`config.mk`:
```
export PLATFORM = sky130hd
export DESIGN_NAME = touch_point_qualify_map
export DESIGN_NICKNAME = d
export VERILOG_FILES = /design/src/rtl/tpqm_pkg.sv /design/src/rtl/touch_point_qualify_map.sv
export SDC_FILE = /design/constraint.sdc
export NUM_CORES = 2
export LEC_CHECK = 0
export ABC_AREA = 0
export BUFFER_PORTS_ARGS = -buffer_cell sky130_fd_sc_hd__buf_2
export CAP_MARGIN = 10
export CORE_MARGIN = 2
export CORE_UTILIZATION = 60
export CTS_CLUSTER_DIAMETER = 60
export CTS_CLUSTER_SIZE = 30
export DETAILED_ROUTE_END_ITERATION = 12
export PLACE_DENSITY = 0.82
export SLEW_MARGIN = 20
export SYNTH_ARGS = -nofsm -noshare
export SYNTH_HDL_FRONTEND = slang
export SYNTH_SLANG_ARGS = --single-unit
```
`constraint.sdc`:
```
create_clock -name clk -period 7.4 [get_ports clk]
set_clock_uncertainty 0.1 [all_clocks]
set_input_delay 0.37 -clock clk [delete_from_list [all_inputs] [get_ports clk]]
set_output_delay 0.37 -clock clk [all_outputs]
set_load 0.05 [all_outputs]
```
`src/rtl/tpqm_pkg.sv`:
```
// Package for the touch point qualify/map block: beat types, widths,
// qualification thresholds, register indexes and register reset values.
`timescale 1ns / 1ps

package tpqm_pkg;

  localparam int RAW_W      = 12;
  localparam int SX_W       = 8;
  localparam int SY_W       = 9;
  localparam int CFG_IDX_W  = 3;
  localparam int CFG_DATA_W = 12;
  localparam int SUM_W      = 14;

  // Press qualification thresholds.
  localparam logic [RAW_W-1:0] Z1_MIN     = 12'd80;
  localparam logic [SUM_W-1:0] FULL_SCALE = 14'd4095;
  localparam logic [SUM_W-1:0] PRESS_MIN  = 14'd350;
  localparam logic [RAW_W-1:0] POS_MIN    = 12'd50;
  localparam logic [RAW_W-1:0] POS_MAX    = 12'd4050;

  // Register indexes on the configuration port.
  localparam logic [CFG_IDX_W-1:0] CFG_X_FIRST   = 3'd0;
  localparam logic [CFG_IDX_W-1:0] CFG_X_LAST    = 3'd1;
  localparam logic [CFG_IDX_W-1:0] CFG_Y_FIRST   = 3'd2;
  localparam logic [CFG_IDX_W-1:0] CFG_Y_LAST    = 3'd3;
  localparam logic [CFG_IDX_W-1:0] CFG_SWAP_AXES = 3'd4;

  // Register reset values.
  localparam logic [RAW_W-1:0] X_FIRST_RST = 12'd300;
  localparam logic [RAW_W-1:0] X_LAST_RST  = 12'd3800;
  localparam logic [RAW_W-1:0] Y_FIRST_RST = 12'd300;
  localparam logic [RAW_W-1:0] Y_LAST_RST  = 12'd3800;
  localparam logic             SWAP_RST    = 1'b1;

  typedef struct packed {
    logic [RAW_W-1:0] pressure_one;
    logic [RAW_W-1:0] pressure_two;
    logic [RAW_W-1:0] raw_horizontal;
    logic [RAW_W-1:0] raw_vertical;
  } pt_in_t;

  typedef struct packed {
    logic            pressed;
    logic [SX_W-1:0] screen_x;
    logic [SY_W-1:0] screen_y;
  } pt_out_t;

endpackage

```
`src/rtl/touch_point_qualify_map.sv`:
```
// Top level of the touch point qualify/map block: press check, axis swap
// and calibrated mapping through a bit-per-stage divider pipeline. Uses tpqm_pkg.
`timescale 1ns / 1ps

// Usage
// The input channel (in_valid, in_stall, in_data) carries one beat per touch
// sample set: pressure z1, z2 and the raw x and y conversions. The result
// channel (out_valid, out_stall, out_data) returns one beat per sample set,
// in order, holding the press flag and the mapped screen column and row.
// The calibration registers are written through cfg_we / cfg_index /
// cfg_data; the user must write them only while no sample set is in flight
// (the block does not enforce this); indexes past the list are ignored.
// QW is the quotient width, the bit width of the larger screen maximum. One
// quotient bit is resolved per divider stage; throughput is one beat per
// cycle while out_stall is low. Every stage has its own valid bit and moves
// when the stage after it is empty or moving, so bubbles close up and a beat
// is taken at the input even while a finished result waits on a stalled
// output. When the receiver stalls and all stages are full, in_stall rises.
// A synchronous reset empties the pipeline and returns the calibration
// registers to their defaults; nothing is lost or repeated across a stall.
module touch_point_qualify_map #(
  parameter int SCREEN_X_MAX = 239,
  parameter int SCREEN_Y_MAX = 319
) (
  input  logic                                clk,
  input  logic                                rst_n,
  input  logic                                in_valid,
  output logic                                in_stall,
  input  tpqm_pkg::pt_in_t                    in_data,
  output logic                                out_valid,
  input  logic                                out_stall,
  output tpqm_pkg::pt_out_t                   out_data,
  input  logic                                cfg_we,
  input  logic [tpqm_pkg::CFG_IDX_W-1:0]      cfg_index,
  input  logic [tpqm_pkg::CFG_DATA_W-1:0]     cfg_data
);

  localparam int RW     = tpqm_pkg::RAW_W;
  localparam int MAX_MX = (SCREEN_X_MAX > SCREEN_Y_MAX) ? SCREEN_X_MAX : SCREEN_Y_MAX;
  // Quotient width; a clamped quotient never exceeds the screen maximum.
  localparam int QW     = $clog2(MAX_MX + 1);
  // Product width: a 12-bit distance times a QW-bit maximum.
  localparam int PW     = RW + QW;
  // Stages: front end, multiply, QW divide steps, output register.
  localparam int NS     = QW + 3;
  localparam int EW     = (QW > tpqm_pkg::SY_W) ? QW : tpqm_pkg::SY_W;

  localparam logic [QW-1:0] X_TOP = QW'(SCREEN_X_MAX);
  localparam logic [QW-1:0] Y_TOP = QW'(SCREEN_Y_MAX);

  // Per-axis working record. rem holds the distance, then the product, then
  // the running remainder; dv is the span magnitude.
  typedef struct packed {
    logic          zero;
    logic          sat;
    logic [PW-1:0] rem;
    logic [QW-1:0] quo;
    logic [RW-1:0] dv;
  } axis_t;

  typedef struct packed {
    logic  ok;
    axis_t ax;
    axis_t ay;
  } stage_t;

  // Calibration registers.
  logic [RW-1:0] x_first_r, x_last_r, y_first_r, y_last_r;
  logic          swap_r;

  always_ff @(posedge clk) begin
    if (!rst_n) begin
      x_first_r <= tpqm_pkg::X_FIRST_RST;
      x_last_r  <= tpqm_pkg::X_LAST_RST;
      y_first_r <= tpqm_pkg::Y_FIRST_RST;
      y_last_r  <= tpqm_pkg::Y_LAST_RST;
      swap_r    <= tpqm_pkg::SWAP_RST;
    end else if (cfg_we) begin
      case (cfg_index)
        tpqm_pkg::CFG_X_FIRST:   x_first_r <= cfg_data[RW-1:0];
        tpqm_pkg::CFG_X_LAST:    x_last_r  <= cfg_data[RW-1:0];
        tpqm_pkg::CFG_Y_FIRST:   y_first_r <= cfg_data[RW-1:0];
        tpqm_pkg::CFG_Y_LAST:    y_last_r  <= cfg_data[RW-1:0];
        tpqm_pkg::CFG_SWAP_AXES: swap_r    <= cfg_data[0];
        default: ;
      endcase
    end
  end

  // Front end of one axis. The mapped value is zero whenever the press is
  // rejected, the span is empty, the distance is zero, or distance and span
  // have opposite signs (the truncated quotient is then zero or negative).
  // If the distance magnitude reaches the span magnitude the quotient is at
  // least the maximum, so the axis saturates; otherwise it fits in QW bits.
  function automatic axis_t axis_front(input logic [RW-1:0] raw,
                                       input logic [RW-1:0] lo,
                                       input logic [RW-1:0] hi,
                                       input logic          ok);
    logic [RW:0]   d;
    logic [RW:0]   s;
    logic [RW:0]   d_abs;
    logic [RW:0]   s_abs;
    axis_t         a;
    d     = {1'b0, raw} - {1'b0, lo};
    s     = {1'b0, hi} - {1'b0, lo};
    d_abs = d[RW] ? (~d + 1'b1) : d;
    s_abs = s[RW] ? (~s + 1'b1) : s;
    a.zero = !ok || (s == '0) || (d == '0) || (d[RW] != s[RW]);
    a.sat  = d_abs[RW-1:0] >= s_abs[RW-1:0];
    a.rem  = PW'(d_abs[RW-1:0]);
    a.quo  = '0;
    a.dv   = s_abs[RW-1:0];
    return a;
  endfunction

  function automatic logic [QW-1:0] axis_result(input axis_t a, input logic [QW-1:0] top);
    logic [QW-1:0] r;
    if (a.zero) begin
      r = '0;
    end else if (a.sat) begin
      r = top;
    end else begin
      r = a.quo;
    end
    return r;
  endfunction

  // Pipeline control: a stage takes new data when it is empty or its
  // successor is taking its current contents.
  logic [NS-1:0] v_r;
  logic [NS-1:0] v_nxt;
  logic [NS-1:0] en;
  logic [NS-1:0] src_v;

  always_comb begin
    en[NS-1] = !v_r[NS-1] || !out_stall;
    for (int i = NS - 2; i >= 0; i--) begin
      en[i] = !v_r[i] || en[i+1];
    end
    src_v = {v_r[NS-2:0], in_valid};
    for (int i = 0; i < NS; i++) begin
      v_nxt[i] = en[i] ? src_v[i] : v_r[i];
    end
  end

  always_ff @(posedge clk) begin
    if (!rst_n) begin
      v_r <= '0;
    end else begin
      v_r <= v_nxt;
    end
  end

  stage_t st_r   [NS-1];
  stage_t st_nxt [NS-1];

  // Stage 0: press qualification, optional swap, distances and spans.
  logic [RW-1:0]                rx, ry, hx, hy;
  logic [tpqm_pkg::SUM_W-1:0]   press_sum;
  logic                         ok_in;

  always_comb begin
    rx        = in_data.raw_horizontal;
    ry        = in_data.raw_vertical;
    press_sum = tpqm_pkg::SUM_W'(in_data.pressure_one) + tpqm_pkg::FULL_SCALE
                - tpqm_pkg::SUM_W'(in_data.pressure_two);
    ok_in     = (in_data.pressure_one >= tpqm_pkg::Z1_MIN)
                && (press_sum >= tpqm_pkg::PRESS_MIN)
                && (rx >= tpqm_pkg::POS_MIN) && (rx <= tpqm_pkg::POS_MAX)
                && (ry >= tpqm_pkg::POS_MIN) && (ry <= tpqm_pkg::POS_MAX);
    hx        = swap_r ? ry : rx;
    hy        = swap_r ? rx : ry;
    st_nxt[0].ok = ok_in;
    st_nxt[0].ax = axis_front(hx, x_first_r, x_last_r, ok_in);
    st_nxt[0].ay = axis_front(hy, y_first_r, y_last_r, ok_in);
  end

  // Stage 1: distance times screen maximum.
  always_comb begin
    st_nxt[1]        = st_r[0];
    st_nxt[1].ax.rem = PW'(st_r[0].ax.rem[RW-1:0]) * PW'(X_TOP);
    st_nxt[1].ay.rem = PW'(st_r[0].ay.rem[RW-1:0]) * PW'(Y_TOP);
  end

  // Stages 2 .. QW+1: restoring division, one quotient bit per stage,
  // most significant bit first.
  for (genvar i = 2; i < NS - 1; i++) begin : g_div
    localparam int K = QW + 1 - i;
    logic [PW-1:0] dsh_x, dsh_y;
    always_comb begin
      st_nxt[i] = st_r[i-1];
      dsh_x     = PW'(st_r[i-1].ax.dv) << K;
      dsh_y     = PW'(st_r[i-1].ay.dv) << K;
      if (st_r[i-1].ax.rem >= dsh_x) begin
        st_nxt[i].ax.rem = st_r[i-1].ax.rem - dsh_x;
        st_nxt[i].ax.quo = st_r[i-1].ax.quo | (QW'(1) << K);
      end
      if (st_r[i-1].ay.rem >= dsh_y) begin
        st_nxt[i].ay.rem = st_r[i-1].ay.rem - dsh_y;
        st_nxt[i].ay.quo = st_r[i-1].ay.quo | (QW'(1) << K);
      end
    end
  end

  always_ff @(posedge clk) begin
    for (int i = 0; i < NS - 1; i++) begin
      if (en[i]) begin
        st_r[i] <= st_nxt[i];
      end
    end
  end

  // Output register: pick zero, the maximum or the quotient per axis, then
  // keep the low bits that fit each screen field.
  tpqm_pkg::pt_out_t out_r;
  tpqm_pkg::pt_out_t out_nxt;
  logic [EW-1:0]     ex_x, ex_y;

  always_comb begin
    ex_x             = EW'(axis_result(st_r[NS-2].ax, X_TOP));
    ex_y             = EW'(axis_result(st_r[NS-2].ay, Y_TOP));
    out_nxt.pressed  = st_r[NS-2].ok;
    out_nxt.screen_x = ex_x[tpqm_pkg::SX_W-1:0];
    out_nxt.screen_y = ex_y[tpqm_pkg::SY_W-1:0];
  end

  always_ff @(posedge clk) begin
    if (en[NS-1]) begin
      out_r <= out_nxt;
    end
  end

  assign in_stall  = !en[0];
  assign out_valid = v_r[NS-1];
  assign out_data  = out_r;

endmodule

```
==> results.py <==
metrics = {
    "status": {
        "outcome": "finished clean",
    },
    "setup_path": {
        "arrival_ns": 5.84,
        "slowest_delay_ns": 0.99,
        "cp-start-kind": "flip-flop",
        "rrSetupSlack_ns": 1.82,
        "reg2reg_from": "swap_r",
        "slowest_stage": "dfxtp_1",
        "path_class": "reg -> reg",
        "endpoint": "st_r[0][86]",
        "required_ns": 7.66,
        "crit_start": "swap_r",
        "setup.worst_path.end_class": "flip-flop",
        "cp_cell_sequence": "mux2i_1 -> ha_1 -> inv_1 -> fa_1 -> a211oi_1 -> o21bai_1 -> a31oi_1 -> o21ai_0 -> o21ai_0 -> nand2b_1 -> mux2_2 -> ha_1 -> a21o_1 -> a21o_1 -> a211oi_1 -> o21bai_1 -> a211oi_1 -> o21a_1 -> o21ai_0",
        "timing.rr.end": "st_r[0][86]",
        "critPathMaxFanout": 25,
        "rr_worst_depth": 19,
    },
    "die": {
        "start_util": 0.606,
        "dieWidth_um": 289,
        "dieArea_mm2": 0.0835,
        "die_h_um": 289,
        "ioPinCount": 88,
        "core_mm2": 0.0804,
        "rows": 104,
    },
    "final_layout": {
        "drive_above_1_share": 0.0692,
        "syn_to_final_growth_pct": 7.88,
        "fin_area_mm2": 0.0526,
        "n_fill_cell": 5797,
        "n_antenna_cell": 0,
        "nNetsFinal": 4936,
        "seq_area_mm2": 0.0251,
        "multi_input_area_mm2": 0.0215,
    },
    "clock_network": {
        "cts_buffers": 51,
        "cts-root-buf": "clkbuf_16",
        "clockBufferDepth": 3,
        "clkLatencyLatePin_ns": 0.63,
        "cts_tree": "done",
        "htree_num_levels": 2,
        "clock-sinks": 856,
        "clk_pin_slew_ns": 0.10,
        "postCtsSetupBuffers": 0,
    },
    "timing": {
        "fmax_mhz": 179,
        "maxSlewHeadroom": 0.291,
        "worst_pin_slew_ns": 1.06,
        "setup_violations": 0,
        "final-max-slew-violation-count": 0,
        "rsz0062_at_grt": "no",
        "hold_violations": 0,
        "setup_tns_ns": 0,
        "timing.final.crit_share": 0.754,
        "min_period_ns": 5.58,
        "hold_ws_ns": 0.245,
    },
    "logic_synthesis": {
        "netlist_top_cells_area": "edfxtp_1 49%, ha_1 10%, fa_1 4.4%",
        "synth_ff_type": "edfxtp_1",
        "ys_seq_elements": 856,
        "avgSynthCellArea_um2": 11.4,
        "yosysTopAreaCell": "edfxtp_1",
        "yosysMostFrequentCell": "edfxtp_1",
        "synth_cell_types": 85,
        "synthCells": 4259,
        "ys_async_sr_fraction": 0,
        "synth.cell_area_mm2": 0.0487,
        "synth-edff-count": 795,
        "synthTopCellsByCount": "795 x edfxtp_1, 509 x inv_1, 395 x ha_1",
        "yosys.area.top_type_share": 0.490,
        "ys_warn_count": 0,
        "syn_nets": 4830,
        "seq_area_frac_synth": 0.515,
    },
    "global_routing": {
        "grt_use_total": 0.215,
        "grt_max_degree": 87,
        "grt_pass1_vias": 30900,
        "grt_pass1_wl_um": 148000,
        "grt_overflow": 0,
        "antenna_found_initial": 0,
    },
    "worst_hold_path": {
        "worstHoldPathCells": 4,
        "min_path_type": "in -> reg",
    },
    "placement": {
        "placed_cell_area_mm2": 0.0504,
        "port_buffers": 87,
        "hpwl_um": 68900,
        "place.gp.congestion": 0.927,
    },
    "detailed_routing": {
        "first_pass_iters": 8,
        "postRouteAntennaNets": 0,
        "route.detailed.drc": 0,
        "drt_wl_total_um": 89500,
        "num_vias": 31500,
        "initialDrtViolationCount": 2128,
        "via_per_inst": 5.76,
        "wl_per_cell_um": 16.4,
    },
    "flow_run": {
        "maxCapViolations": 0,
    },
}
[placed cells by master, fill, tap and decap left out, types with 11 or more instances in the layout]
cell type        n
edfxtp_1       795
inv_1          505
ha_1           395
nor2_1         284
nand2_1        283
a21oi_1        214
o21ai_0        184
xnor2_1        179
xor2_1         119
fa_1           108
nor3_1          95
nand3_1         87
buf_2           87
o21a_1          68
a21o_1          66
nor2b_1         63
dfxtp_1         61
nand2b_1        59
mux2_2          56
clkbuf_16       53
o31ai_1         46
a21boi_0        46
nor4_1          42
a31oi_1         34
nand4_1         34
o211ai_1        32
a211oi_1        29
and3_1          27
or2_2           26
mux2i_1         24
or3_1           22
or4_1           17
o21bai_1        16
dlygate4sd3_1   16
buf_4           14
o31a_1          13
a2111oi_0       12
and2_1          11
nand3b_1        11
[area by class of cell]
type,instances,share of cell area
Sequential cell,856,0.477
Multi-Input combinational cell,2828,0.410
Inverter,510,0.0364
Clock buffer,55,0.0256
Tap cell,1060,0.0252
Timing Repair Buffer,118,0.0137
Clock inverter,39,0.0118
[repair_timing]
item | CTS | global route
gates resized for setup | 0 | 0
hold buffers | 16 | 0
endpoints found under the hold margin | 50 | 0
[cell families after synthesis]
kind of cell	share of synthesized area
xor gates and xnor gates	0.0536
DFF	0.515
muxes	0.0182
adders and majority gates	0.146
and+or+nand+nor	0.112
buffers and inverters	0.0446
AOI/OAI and AO/OA	0.111
[flip-flops by register name (all words and copies together), names as in the netlist]
| name | flops |
|---|---|
| v_r | 12 |
| swap_r | 1 |
| x_last_r | 12 |
| st_r | 777 |
| x_first_r | 12 |
| y_first_r | 12 |
| y_last_r | 12 |
| out_data | 18 |
[critical path, delay by kind of cell (launching register included)]
family / cells / cell delay, ns
adders and majority gates: 3 / 0.85
AOI/OAI and AO/OA: 12 / 2.35
muxes: 2 / 0.67
and+or+nand+nor: 1 / 0.31
buffers and inverters: 1 / 0.05
DFF: 1 / 0.99
[worst min path at each step]
stage / from / slack [ns] / endpoint
6_report: cfg_index[1] / 0.25 / x_last_r[2]
4_1_cts: cfg_index[1] / 0.20 / x_last_r[2]
5_1_grt: cfg_index[1] / 0.24 / x_last_r[11]
3_5_place_dp: st_r[0][8] / 0.30 / st_r[1][8]
2_1_floorplan: st_r[10][88] / 0.30 / out_data[17]
3_3_place_gp: st_r[9][88] / 0.30 / st_r[10][88]
[per-layer routing]
layer  wire length (um)  global-route usage  vias up  part of all wire
li1                   -                   -    15500                 -
met2              45400               0.395      818              0.51
met4               3120              0.0756        0             0.035
met5                  0                   0        -                 0
met3               3840              0.0223      184             0.043
met1              37100               0.263    15000              0.42
[metrics by stage]
step	std cells	util	setup slack, ns
after floorplan	4259	-	1.57
after global placement	5355	0.627	1.99
after detailed placement	5355	0.627	1.96
after CTS	5465	0.653	1.92
after global routing	5466	0.654	1.31
final	5466	0.654	1.82
Power is not shown: default switching activity piles up to over one toggle a cycle in this logic, so the estimate is an artifact.
